<file path="src/rtl/sle_pkg.sv">
// Package for the string literal unescaper: result codes, byte constants,
// counter width and counter helpers. No dependencies.
package sle_pkg;

    localparam int COUNT_WIDTH = 16;
    localparam int OUT_WIDTH   = 16;
    localparam int EXT_WIDTH   = ((COUNT_WIDTH > OUT_WIDTH) ? COUNT_WIDTH : OUT_WIDTH) + 1;

    typedef logic [COUNT_WIDTH-1:0] count_t;
    typedef logic [2:0]             kind_t;

    localparam kind_t KIND_NONE    = 3'd0;
    localparam kind_t KIND_STORED  = 3'd1;
    localparam kind_t KIND_DROPPED = 3'd2;
    localparam kind_t KIND_ENDED   = 3'd3;
    localparam kind_t KIND_FAILED  = 3'd4;

    localparam logic [7:0] CTRL_LIMIT = 8'h20;
    localparam logic [7:0] CH_TAB     = 8'h09;
    localparam logic [7:0] CH_LF      = 8'h0A;
    localparam logic [7:0] CH_CR      = 8'h0D;
    localparam logic [7:0] CH_SQUOTE  = 8'h27;
    localparam logic [7:0] CH_DQUOTE  = 8'h22;
    localparam logic [7:0] CH_BSLASH  = 8'h5C;
    localparam logic [7:0] CH_N       = 8'h6E;
    localparam logic [7:0] CH_T       = 8'h74;
    localparam logic [7:0] CH_R       = 8'h72;

    localparam logic [15:0] CAPACITY_RESET = 16'd256;
    localparam count_t      COUNT_MAX      = {COUNT_WIDTH{1'b1}};

    typedef struct packed {
        kind_t       kind;
        logic [7:0]  out_char;
        logic [15:0] end_position;
        logic [15:0] stored_count;
    } result_t;

    function automatic count_t sat_inc(input count_t v);
        count_t r;
        r = (v == COUNT_MAX) ? COUNT_MAX : v + count_t'(1);
        return r;
    endfunction

    // counter value as reported on a 16-bit field
    function automatic logic [15:0] to_out(input count_t v);
        logic [EXT_WIDTH-1:0] e;
        e = EXT_WIDTH'(v);
        return e[15:0];
    endfunction

endpackage

</file>
<file path="src/rtl/sle_src_if.sv">
// Source byte channel: valid/ready handshake carrying one source byte word.
// Depends on nothing.
interface sle_src_if;
    logic       valid;
    logic       ready;
    logic [7:0] src_byte;
    logic       start_req;

    modport source (output valid, output src_byte, output start_req, input ready);
    modport sink   (input valid, input src_byte, input start_req, output ready);
endinterface

</file>
<file path="src/rtl/sle_res_if.sv">
// Result channel: valid/ready handshake carrying one decoded result word.
// Depends on nothing.
interface sle_res_if;
    logic        valid;
    logic        ready;
    logic [2:0]  kind;
    logic [7:0]  out_char;
    logic [15:0] end_position;
    logic [15:0] stored_count;

    modport source (output valid, output kind, output out_char, output end_position,
                    output stored_count, input ready);
    modport sink   (input valid, input kind, input out_char, input end_position,
                    input stored_count, output ready);
endinterface

</file>
<file path="src/rtl/sle_cfg_if.sv">
// Configuration write channel: valid/ready handshake carrying dst_capacity.
// Depends on nothing.
interface sle_cfg_if;
    logic        valid;
    logic        ready;
    logic [15:0] dst_capacity;

    modport source (output valid, output dst_capacity, input ready);
    modport sink   (input valid, input dst_capacity, output ready);
endinterface

</file>
<file path="src/rtl/sle_core.sv">
// Per-byte decode and literal state (active, escape, quote, position, count).
// Depends on sle_pkg.
module sle_core
(
    input  logic             clk,
    input  logic             rst_n,
    input  logic             step,
    input  logic [7:0]       src_byte,
    input  logic             start_req,
    input  logic [15:0]      dst_capacity,
    output sle_pkg::result_t res
);

    logic            active_reg,    active_next;
    logic            escape_reg,    escape_next;
    logic            dquote_reg,    dquote_next;
    sle_pkg::count_t position_reg,  position_next;
    sle_pkg::count_t count_reg,     count_next;

    logic                          is_ctrl;
    logic [7:0]                    quote_char;
    logic [7:0]                    dec_char;
    logic [sle_pkg::EXT_WIDTH-1:0] count_plus;
    logic [sle_pkg::EXT_WIDTH-1:0] cap_ext;
    sle_pkg::count_t               pos_inc;
    sle_pkg::count_t               cnt_inc;

    always_comb
    begin
        is_ctrl    = (src_byte < sle_pkg::CTRL_LIMIT) && (src_byte != sle_pkg::CH_TAB);
        quote_char = dquote_reg ? sle_pkg::CH_DQUOTE : sle_pkg::CH_SQUOTE;
        count_plus = sle_pkg::EXT_WIDTH'(count_reg) + sle_pkg::EXT_WIDTH'(1);
        cap_ext    = sle_pkg::EXT_WIDTH'(dst_capacity);
        pos_inc    = sle_pkg::sat_inc(position_reg);
        cnt_inc    = sle_pkg::sat_inc(count_reg);

        case (src_byte)
            sle_pkg::CH_N: dec_char = sle_pkg::CH_LF;
            sle_pkg::CH_T: dec_char = sle_pkg::CH_TAB;
            sle_pkg::CH_R: dec_char = sle_pkg::CH_CR;
            default:       dec_char = src_byte;
        endcase
        if (!escape_reg)
        begin
            dec_char = src_byte;
        end

        active_next   = active_reg;
        escape_next   = escape_reg;
        dquote_next   = dquote_reg;
        position_next = position_reg;
        count_next    = count_reg;

        res.kind         = sle_pkg::KIND_NONE;
        res.out_char     = 8'd0;
        res.end_position = 16'd0;
        res.stored_count = sle_pkg::to_out(count_reg);

        if (start_req)
        begin
            escape_next      = 1'b0;
            count_next       = '0;
            res.stored_count = 16'd0;
            if ((src_byte == sle_pkg::CH_SQUOTE) || (src_byte == sle_pkg::CH_DQUOTE))
            begin
                active_next   = 1'b1;
                dquote_next   = (src_byte == sle_pkg::CH_DQUOTE);
                position_next = sle_pkg::count_t'(1);
            end
            else
            begin
                active_next   = 1'b0;
                position_next = '0;
                res.kind      = sle_pkg::KIND_FAILED;
            end
        end
        else if (!active_reg)
        begin
            // idle byte: report count of the last literal
        end
        else if (is_ctrl)
        begin
            // control bytes fail even when escaped
            active_next = 1'b0;
            escape_next = 1'b0;
            res.kind    = sle_pkg::KIND_FAILED;
        end
        else if (!escape_reg && (src_byte == quote_char))
        begin
            active_next      = 1'b0;
            position_next    = pos_inc;
            res.kind         = sle_pkg::KIND_ENDED;
            res.end_position = sle_pkg::to_out(pos_inc);
        end
        else if (!escape_reg && (src_byte == sle_pkg::CH_BSLASH))
        begin
            escape_next   = 1'b1;
            position_next = pos_inc;
        end
        else
        begin
            escape_next   = 1'b0;
            position_next = pos_inc;
            if (count_plus < cap_ext)
            begin
                count_next       = cnt_inc;
                res.kind         = sle_pkg::KIND_STORED;
                res.out_char     = dec_char;
                res.stored_count = sle_pkg::to_out(cnt_inc);
            end
            else
            begin
                res.kind = sle_pkg::KIND_DROPPED;
            end
        end
    end

    always_ff @(posedge clk or negedge rst_n)
    begin
        if (!rst_n)
        begin
            active_reg   <= 1'b0;
            escape_reg   <= 1'b0;
            dquote_reg   <= 1'b0;
            position_reg <= '0;
            count_reg    <= '0;
        end
        else if (step)
        begin
            active_reg   <= active_next;
            escape_reg   <= escape_next;
            dquote_reg   <= dquote_next;
            position_reg <= position_next;
            count_reg    <= count_next;
        end
    end

endmodule

</file>
<file path="src/rtl/string_literal_unescaper.sv">
// Top level of the string literal unescaper: input register, decode core,
// result register and capacity register. Depends on sle_pkg, the channel
// interfaces and sle_core.

// One source byte word per cycle in, one result word per byte out. A byte is
// captured in the input register, decoded against the literal state in a
// single pass and written to the result register, from which its result word
// is presented; a result stall can hold the byte in the input register. While a
// result word waits, the input register takes one more byte and then holds the
// input off; full rate is held for as long as the result sink takes a word
// every cycle. The capacity register resets to 256 and may be written only
// while no byte is in flight.
module string_literal_unescaper
(
    input  logic     clk,
    input  logic     rst_n,
    sle_src_if.sink  src,
    sle_res_if.source result,
    sle_cfg_if.sink  cfg
);

    logic             in_valid_reg;
    logic [7:0]       in_byte_reg;
    logic             in_start_reg;
    logic             out_valid_reg;
    sle_pkg::result_t out_reg;
    logic [15:0]      capacity_reg;

    sle_pkg::result_t core_res;
    logic             advance;

    assign advance   = in_valid_reg && (!out_valid_reg || result.ready);
    assign src.ready = !in_valid_reg || advance;
    assign cfg.ready = 1'b1;

    sle_core u_core
    (
        .clk          (clk),
        .rst_n        (rst_n),
        .step         (advance),
        .src_byte     (in_byte_reg),
        .start_req    (in_start_reg),
        .dst_capacity (capacity_reg),
        .res          (core_res)
    );

    always_ff @(posedge clk or negedge rst_n)
    begin
        if (!rst_n)
        begin
            in_valid_reg  <= 1'b0;
            out_valid_reg <= 1'b0;
            capacity_reg  <= sle_pkg::CAPACITY_RESET;
        end
        else
        begin
            if (src.ready)
            begin
                in_valid_reg <= src.valid;
            end
            if (advance)
            begin
                out_valid_reg <= 1'b1;
            end
            else if (result.ready)
            begin
                out_valid_reg <= 1'b0;
            end
            if (cfg.valid)
            begin
                capacity_reg <= cfg.dst_capacity;
            end
        end
    end

    always_ff @(posedge clk)
    begin
        if (src.valid && src.ready)
        begin
            in_byte_reg  <= src.src_byte;
            in_start_reg <= src.start_req;
        end
        if (advance)
        begin
            out_reg <= core_res;
        end
    end

    assign result.valid        = out_valid_reg;
    assign result.kind         = out_reg.kind;
    assign result.out_char     = out_reg.out_char;
    assign result.end_position = out_reg.end_position;
    assign result.stored_count = out_reg.stored_count;

endmodule

</file>
<file path="src/flat_wrapper.sv">
// flat-port wrapper written by rule: the top's interface ports become plain ports
module string_literal_unescaper_flat 
  (clk, rst_n, src_valid, src_src_byte, src_start_req, src_ready, result_valid, result_kind, result_out_char, result_end_position, result_stored_count, result_ready, cfg_valid, cfg_dst_capacity, cfg_ready);
  sle_src_if src_i ();
  sle_res_if result_i ();
  sle_cfg_if cfg_i ();
  input  logic clk;
  input  logic rst_n;
  input wire logic [$bits(src_i.valid)-1:0] src_valid;
  input wire logic [$bits(src_i.src_byte)-1:0] src_src_byte;
  input wire logic [$bits(src_i.start_req)-1:0] src_start_req;
  output wire logic [$bits(src_i.ready)-1:0] src_ready;
  output wire logic [$bits(result_i.valid)-1:0] result_valid;
  output wire logic [$bits(result_i.kind)-1:0] result_kind;
  output wire logic [$bits(result_i.out_char)-1:0] result_out_char;
  output wire logic [$bits(result_i.end_position)-1:0] result_end_position;
  output wire logic [$bits(result_i.stored_count)-1:0] result_stored_count;
  input wire logic [$bits(result_i.ready)-1:0] result_ready;
  input wire logic [$bits(cfg_i.valid)-1:0] cfg_valid;
  input wire logic [$bits(cfg_i.dst_capacity)-1:0] cfg_dst_capacity;
  output wire logic [$bits(cfg_i.ready)-1:0] cfg_ready;
  assign src_i.valid = src_valid;
  assign src_i.src_byte = src_src_byte;
  assign src_i.start_req = src_start_req;
  assign src_ready = src_i.ready;
  assign result_valid = result_i.valid;
  assign result_kind = result_i.kind;
  assign result_out_char = result_i.out_char;
  assign result_end_position = result_i.end_position;
  assign result_stored_count = result_i.stored_count;
  assign result_i.ready = result_ready;
  assign cfg_i.valid = cfg_valid;
  assign cfg_i.dst_capacity = cfg_dst_capacity;
  assign cfg_ready = cfg_i.ready;
  string_literal_unescaper u_core (.clk(clk), .rst_n(rst_n), .src(src_i), .result(result_i), .cfg(cfg_i));
endmodule
</file>
<file path="config.mk">
export PLATFORM = sky130hd
export DESIGN_NAME = string_literal_unescaper_flat
export DESIGN_NICKNAME = d
export VERILOG_FILES = /design/src/rtl/sle_pkg.sv /design/src/rtl/sle_src_if.sv /design/src/rtl/sle_res_if.sv /design/src/rtl/sle_cfg_if.sv /design/src/rtl/sle_core.sv /design/src/rtl/string_literal_unescaper.sv /design/src/flat_wrapper.sv
export SDC_FILE = /design/constraint.sdc
export NUM_CORES = 1
export LEC_CHECK = 0
export ABC_CLOCK_PERIOD_IN_PS = 4100
export BUFFER_PORTS_ARGS = -buffer_cell sky130_fd_sc_hd__buf_2
export CAP_MARGIN = 0
export CELL_PAD_IN_SITES_DETAIL_PLACEMENT = 0
export CELL_PAD_IN_SITES_GLOBAL_PLACEMENT = 1
export CORE_MARGIN = 2
export CORE_UTILIZATION = 45
export CTS_CLUSTER_DIAMETER = 40
export DETAILED_ROUTE_END_ITERATION = 7
export PLACE_DENSITY_LB_ADDON = 0.1
export SETUP_SLACK_MARGIN = 0.05
export SYNTH_ARGS = -nofsm -noshare
export SYNTH_HDL_FRONTEND = slang
export SYNTH_SLANG_ARGS = --single-unit
</file>
<file path="constraint.sdc">
create_clock -name clk -period 4.1 [get_ports clk]
set_input_delay 0.82 -clock clk [delete_from_list [all_inputs] [get_ports clk]]
set_output_delay 0.82 -clock clk [all_outputs]
set_load 0.01 [all_outputs]
</file>
==> results.py, run 1 <==
metrics = {
    "clocking": {
        "cts_root_buf": "clkbuf_16",
        "clkTransAtPathRegs_ns": 0.07,
        "cts_tree": "done",
        "insertion_delay_ns": 0.35,
        "cts.sinks": 105,
        "numCtsBuffers": 9,
        "clockBufferDepth": 2,
        "cts_max_level": 3,
    },
    "grt": {
        "gr-total-overflow": 0,
        "grt_antenna_before_repair": 0,
        "grt_pass1_wl_um": 22500,
        "grt_start_max_net_pins": 46,
        "grtUsageTotal_pct": 21.5,
        "grt_pass1_vias": 4491,
    },
    "detailed_routing": {
        "viasPerCell": 5.62,
        "wl_per_cell_um": 16.9,
        "drtPass1Iterations": 5,
        "wirelength_um": 13500,
        "route.antenna.remaining_nets": 0,
        "vias": 4510,
        "drt-initial-drc-count": 403,
        "drc": 0,
    },
    "logic_synthesis": {
        "ys.flop_type": "edfxtp_1",
        "postSynthCellCount": 560,
        "ys_seq_area_share_pct": 51.1,
        "netlist_area_mm2": 0.00566,
        "synth_seq_cells": 105,
        "netlist_top_cells_count": "dfrtp_1 (52), edfxtp_1 (52), nand2_1 (51), o21ai_0 (44), a21oi_1 (38)",
        "synth_edf_count": 52,
        "synth_async_sr_flop_share_pct": 50.5,
        "yosys_warnings": 0,
        "synth_top_area_share_pct": 27.6,
        "yosys.area.top_type": "edfxtp_1",
        "netlist_top_cells_area": "edfxtp_1 (28%), dfrtp_1 (23%), o21ai_0 (3.9%)",
        "syn_area_per_cell_um2": 10.1,
        "synth_cell_type_count": 64,
        "synth_fp_nets": 607,
    },
    "layout": {
        "layout-drive-gt1-share_pct": 21.0,
        "antennaDiodeCount": 0,
        "fillerInstances": 1125,
        "instances_no_fill": 802,
        "area_growth_pct": 14.9,
        "nNetsFinal": 676,
        "final_util_pct": 53.4,
    },
    "floorplanning": {
        "pin_count": 76,
        "die_width_um": 116,
        "start_util_pct": 46.5,
        "rows": 40,
        "core_area_mm2": 0.0122,
        "fp.dieH_um": 116,
        "design.die.area_mm2": 0.0135,
    },
    "power_and_ir_drop": {
        "pwr-share-comb_pct": 13.2,
        "ir_drop_v": 0.000258,
        "swShare_pct": 26.4,
        "seqPwrFrac_pct": 50.7,
        "p_switching_uw": 636,
        "clkPwrFrac_pct": 36.1,
        "power_density_mw_per_mm2": 370,
        "internal-power_uw": 1770,
        "p_leak_uw": 0.00271,
    },
    "worst_setup_path": {
        "critical_path.max_fanout": 18,
        "cp-start-kind": "flip-flop",
        "critical_path_required_ns": 4.21,
        "path_cells": "ha_1 > inv_1 > or4_4 > xor2_1 > inv_1 > ha_1 > nand4_1 > a211oi_1 > a2bb2o_4 > or4_4 > nor3_1 > mux2_2",
        "r2r_setup_slack_ns": 0.22,
        "slowest_delay_ns": 0.65,
        "cpMaxStageDelayCell": "or4_4",
        "cp_top_family": "simple AND/OR/NAND/NOR gates",
        "crit_buf_inv": 2,
        "path_class": "flip-flop to flip-flop",
        "crit_arrival_ns": 3.99,
        "cp-end-kind": "flip-flop",
    },
    "sta": {
        "final.setup_skew_ns": 0.0109,
        "hold_viol": 0,
        "slew_viol_final": 0,
        "period_needed_ns": 3.88,
        "fin_setup_tns_ns": 0,
        "slew_headroom_pct": 34.2,
        "rsz0062_at_grt": "true",
        "setup_viol": 0,
        "clock.fmax_ghz": 0.258,
        "finalCritPeriodShare_pct": 94.7,
        "tightest_slew_ns": 0.985,
    },
    "placed_design": {
        "port-buffer-count": 74,
        "placed_cells": 786,
        "dp_hpwl_um": 9440,
        "routabilityCongestion": 0.880,
    },
    "outcome": {
        "status": "complete, no violations",
    },
    "min_path": {
        "hold_class": "flip-flop to flip-flop",
    },
    "job": {
        "maxCapViolCount": 0,
    },
}
## cell families after synthesis
group / after synthesis / synth area share, %
fa+ha+maj: 17 / 3.76
flops: 105 / 51.1
buf+inv: 62 / 4.98
simple gates: 192 / 17.8
compound gates: 152 / 17.3
other cells: 1 / 0.0663
xor+xnor: 25 / 3.87
mux: 6 / 1.15
## worst paths after layout
kind | start | to | cells past startpoint
min in group asynchronous | rst_n | u_core.capacity_reg[11] | 1
max in group asynchronous | rst_n | u_core.u_core.position_reg[10] | 2
hold reg to reg | u_core.in_valid_reg | u_core.result.valid | 2
setup / recovery | u_core.u_core.count_reg[1] | u_core.result.stored_count[8] | 12
setup reg to reg | u_core.u_core.count_reg[1] | u_core.result.stored_count[8] | 12
hold / removal | u_core.in_valid_reg | u_core.result.valid | 2
## placed cells by master (no fill, tap or decap), types with 9 or more instances in the layout
master     Yosys  layout
a211oi_1      12      12
a21oi_1       38      38
a22o_1        10      10
buf_2          5      74
buf_4          1      17
clkbuf_16      0       9
dfrtp_1       52      51
edfxtp_1      52      52
ha_1          17      17
inv_1         29      28
nand2_1       51      51
nand3_1       21      21
nand4_1        9       9
nor2_1        37      37
nor3_1        13      13
o21ai_0       44      44
xnor2_1       17      17
## cell type report
cell class	instances	area (um2)	area share [%]
inverter	29	109	1.67
multi-input combinational	393	2500	38.4
clock inverter	7	71.3	1.10
tap	168	210	3.23
sequential	105	2890	44.5
clock buffer	9	225	3.46
timing repair buffer	91	498	7.66
## layer usage
metal	routed length, um	GRT usage (%)
met5	0	0
met4	237	6.75
met3	695	5.14
met2	6230	33.6
met1	6380	29.8
## power by group through the flow
stage	combinational (uW)	clock (uW)	sequential, uW
after floorplan	177	0	1250
after global placement	315	0	1240
after detailed placement	318	0	1240
after CTS	321	895	1220
after global routing	358	938	1230
final	317	869	1220
## stage by stage
stage / power [uW] / setup WS, ns / hold slack (ns) / area [um2]
CTS: 2440 / 0.185 / 0.511 / 6490
detailed placement: 1560 / 0.196 / 0.498 / 6200
finish: 2410 / 0.217 / 0.511 / 6500
global placement: 1560 / 0.316 / 0.486 / 6200
global route: 2520 / 0.0335 / 0.552 / 6500
floorplan: 1430 / 0.356 / 0.463 / 5660
## timing repair
action / in CTS / in global routing
gates resized for setup: 0 / 2
buffers inserted: 0 / 0
endpoints found under the setup margin: 0 / 20
endpoints found under the hold margin: 0 / 0
hold buffers: 0 / 0
## tightest hold or removal path, stage by stage, from the launching register on
cell     delay, ns
dfrtp_1       0.37
inv_1         0.06
nand2_1       0.05
(Power assumes the default switching activity.)
==> run 2, diff against run 1 <==
--- a/config.mk
+++ b/config.mk
@@ -15,4 +15,5 @@
 export CTS_CLUSTER_DIAMETER = 40
 export DETAILED_ROUTE_END_ITERATION = 7
+export MAX_ROUTING_LAYER = met4
 export PLACE_DENSITY_LB_ADDON = 0.1
 export SETUP_SLACK_MARGIN = 0.05
==> constraint.sdc (replaced) <==
create_clock -name clk -period 4.1 [get_ports clk]
set_input_delay 0.41 -clock clk [delete_from_list [all_inputs] [get_ports clk]]
set_output_delay 0.41 -clock clk [all_outputs]
set_load 0.01 [all_outputs]
==> run 2 against run 1 <==
Against the previous run: register-to-register slack gained 0.05 ns; design area rose by 0.67%; combinational power is essentially flat; global-route usage increased by 0.34 points; critical path depth stayed put; maximum frequency grew 1.3%; total power is 3.2% higher; flip-flop and latch count stayed put; sequential share of layout area decreased by 0.30 points; count of clock-buffer cells in the layout rose by 2; die area unchanged; worst hold slack worse by 0.33 ns; critical path type unchanged.
==> results.py, run 2 (same netlist as run 1, synthesis figures left out) <==
metrics = {
    "layout": {
        "fillerInstances": 1077,
        "layout-drive-gt1-share_pct": 21.1,
        "final_common_cell": "buf_2",
        "final_util_pct": 53.8,
        "multiInputGateArea_mm2": 0.00249,
        "area.sequential_mm2": 0.00289,
        "nNetsFinal": 678,
        "area_growth_pct": 15.7,
        "antennaDiodeCount": 0,
        "final_cell_mix": "buf_2 (74), edfxtp_1 (52), nand2_1 (51), dfrtp_1 (51), o21ai_0 (44)",
        "final_cell_area_mm2": 0.00654,
    },
    "placed_design": {
        "routabilityCongestion": 0.885,
        "dp_hpwl_um": 9320,
        "port-buffer-count": 74,
        "dp_slack_ns": 0.150,
        "post_dp_cell_area_mm2": 0.00619,
    },
    "clocking": {
        "cts_max_level": 3,
        "clkTransAtPathRegs_ns": 0.07,
        "clockBufferDepth": 2,
        "insertion_delay_ns": 0.36,
        "cts.sinks": 105,
        "cts_tree": "done",
        "numCtsBuffers": 9,
        "cts_root_buf": "clkbuf_16",
    },
    "sta": {
        "rsz0062_at_grt": "true",
        "hold_viol": 0,
        "fin_setup_tns_ns": 0,
        "finalCritPeriodShare_pct": 93.5,
        "timing.final.ws_setup_ns": 0.268,
        "slew_viol_final": 0,
        "slew_headroom_pct": 34.6,
        "tightest_slew_ns": 0.978,
        "clock.fmax_ghz": 0.261,
        "setup_viol": 0,
        "whs_ns": 0.181,
        "period_needed_ns": 3.83,
        "final.setup_skew_ns": 0.0113,
    },
    "detailed_routing": {
        "wl_per_cell_um": 16.6,
        "drtPass1Iterations": 5,
        "viasPerCell": 5.56,
        "route.antenna.remaining_nets": 0,
        "drc": 0,
        "vias": 4471,
        "wirelength_um": 13400,
        "drt-initial-drc-count": 433,
    },
    "grt": {
        "gr-total-overflow": 0,
        "grt_start_max_net_pins": 54,
        "grt_pass1_vias": 4295,
        "grt_pass1_wl_um": 22100,
        "grtUsageTotal_pct": 21.8,
        "grt_antenna_before_repair": 0,
    },
    "worst_setup_path": {
        "cp-start-kind": "flip-flop",
        "critical_path.max_fanout": 15,
        "path_class": "flip-flop to flip-flop",
        "critical_path_required_ns": 4.21,
        "path_cells": "ha_1 > inv_1 > or4_4 > xor2_1 > inv_1 > ha_1 > nand4_1 > a211oi_1 > a2bb2o_4 > or4_4 > nor3_1 > mux2_2",
        "slowest_delay_ns": 0.64,
        "r2r_setup_slack_ns": 0.27,
        "cp-end-kind": "flip-flop",
        "crit_arrival_ns": 3.94,
        "cpMaxStageDelayCell": "or4_4",
    },
    "floorplanning": {
        "design.die.area_mm2": 0.0135,
        "pin_count": 76,
        "die_width_um": 116,
        "start_util_pct": 46.5,
        "rows": 40,
        "fp.dieH_um": 116,
        "core_area_mm2": 0.0122,
    },
    "power_and_ir_drop": {
        "power_density_mw_per_mm2": 380,
        "p_leak_uw": 0.00274,
        "ir_drop_v": 0.000198,
    },
    "min_path": {
        "hold_class": "input port to async pin",
    },
    "outcome": {
        "status": "complete, no violations",
    },
    "job": {
        "maxCapViolCount": 0,
    },
}
[run 2: final timing paths]
check / start / end / cells after the start
min in group clk: src_src_byte[3] / u_core.in_byte_reg[3] / 1
worst min register to register: u_core.in_valid_reg / u_core.result.valid / 2
max in group asynchronous: rst_n / u_core.u_core.count_reg[2] / 2
worst min-delay path: rst_n / u_core.capacity_reg[11] / 2
worst max register to register: u_core.u_core.count_reg[1] / u_core.result.stored_count[2] / 12
worst max-delay path: u_core.u_core.count_reg[1] / u_core.result.stored_count[2] / 12
[run 2: worst max-delay path: cells and delay by family (launching register included)]
family,cells,cell delay (ns)
flops,1,0.47
mux,1,0.36
fa+ha+maj,2,0.52
compound gates,2,0.31
simple gates,4,1.56
buf+inv,2,0.14
xor+xnor,1,0.23
[run 2: per-stage QoR]
step | instances | power, uW
2_1_floorplan | 560 | 1430
3_3_place_gp | 785 | 1550
3_5_place_dp | 785 | 1560
4_1_cts | 801 | 2510
5_1_grt | 804 | 2590
6_report | 804 | 2480
[run 2: what timing repair did]
item,CTS,global route
resized for setup,0,1
endpoints found under the setup margin,0,19
hold buffers,0,0
endpoints found under the hold margin,0,0
setup buffers,0,3
[run 2: where the power goes]
part	total, uW	internal [uW]	switching, uW
Sequential	1220	1180	38.2
Combinational	317	114	203
Clock	946	536	411
Total	2480	1830	652
[run 2: cell type report]
| type | instances | area share, % |
|---|---|---|
| repair buffers | 93 | 7.84 |
| inverters | 29 | 1.66 |
| clock buffers | 11 | 4.03 |
| well taps | 168 | 3.21 |
| flip-flops and latches | 105 | 44.2 |
| clock inverters | 5 | 0.994 |
| multi-input cells | 393 | 38.1 |
[run 2: routing by layer]
metal / share of wire, % / routed length (um) / track usage, %
met1: 48 / 6430 / 30.1
met2: 46 / 6150 / 32.9
met3: 4.1 / 552 / 3.11
met4: 1.6 / 218 / 8.33
met5: 0 / 0 / -
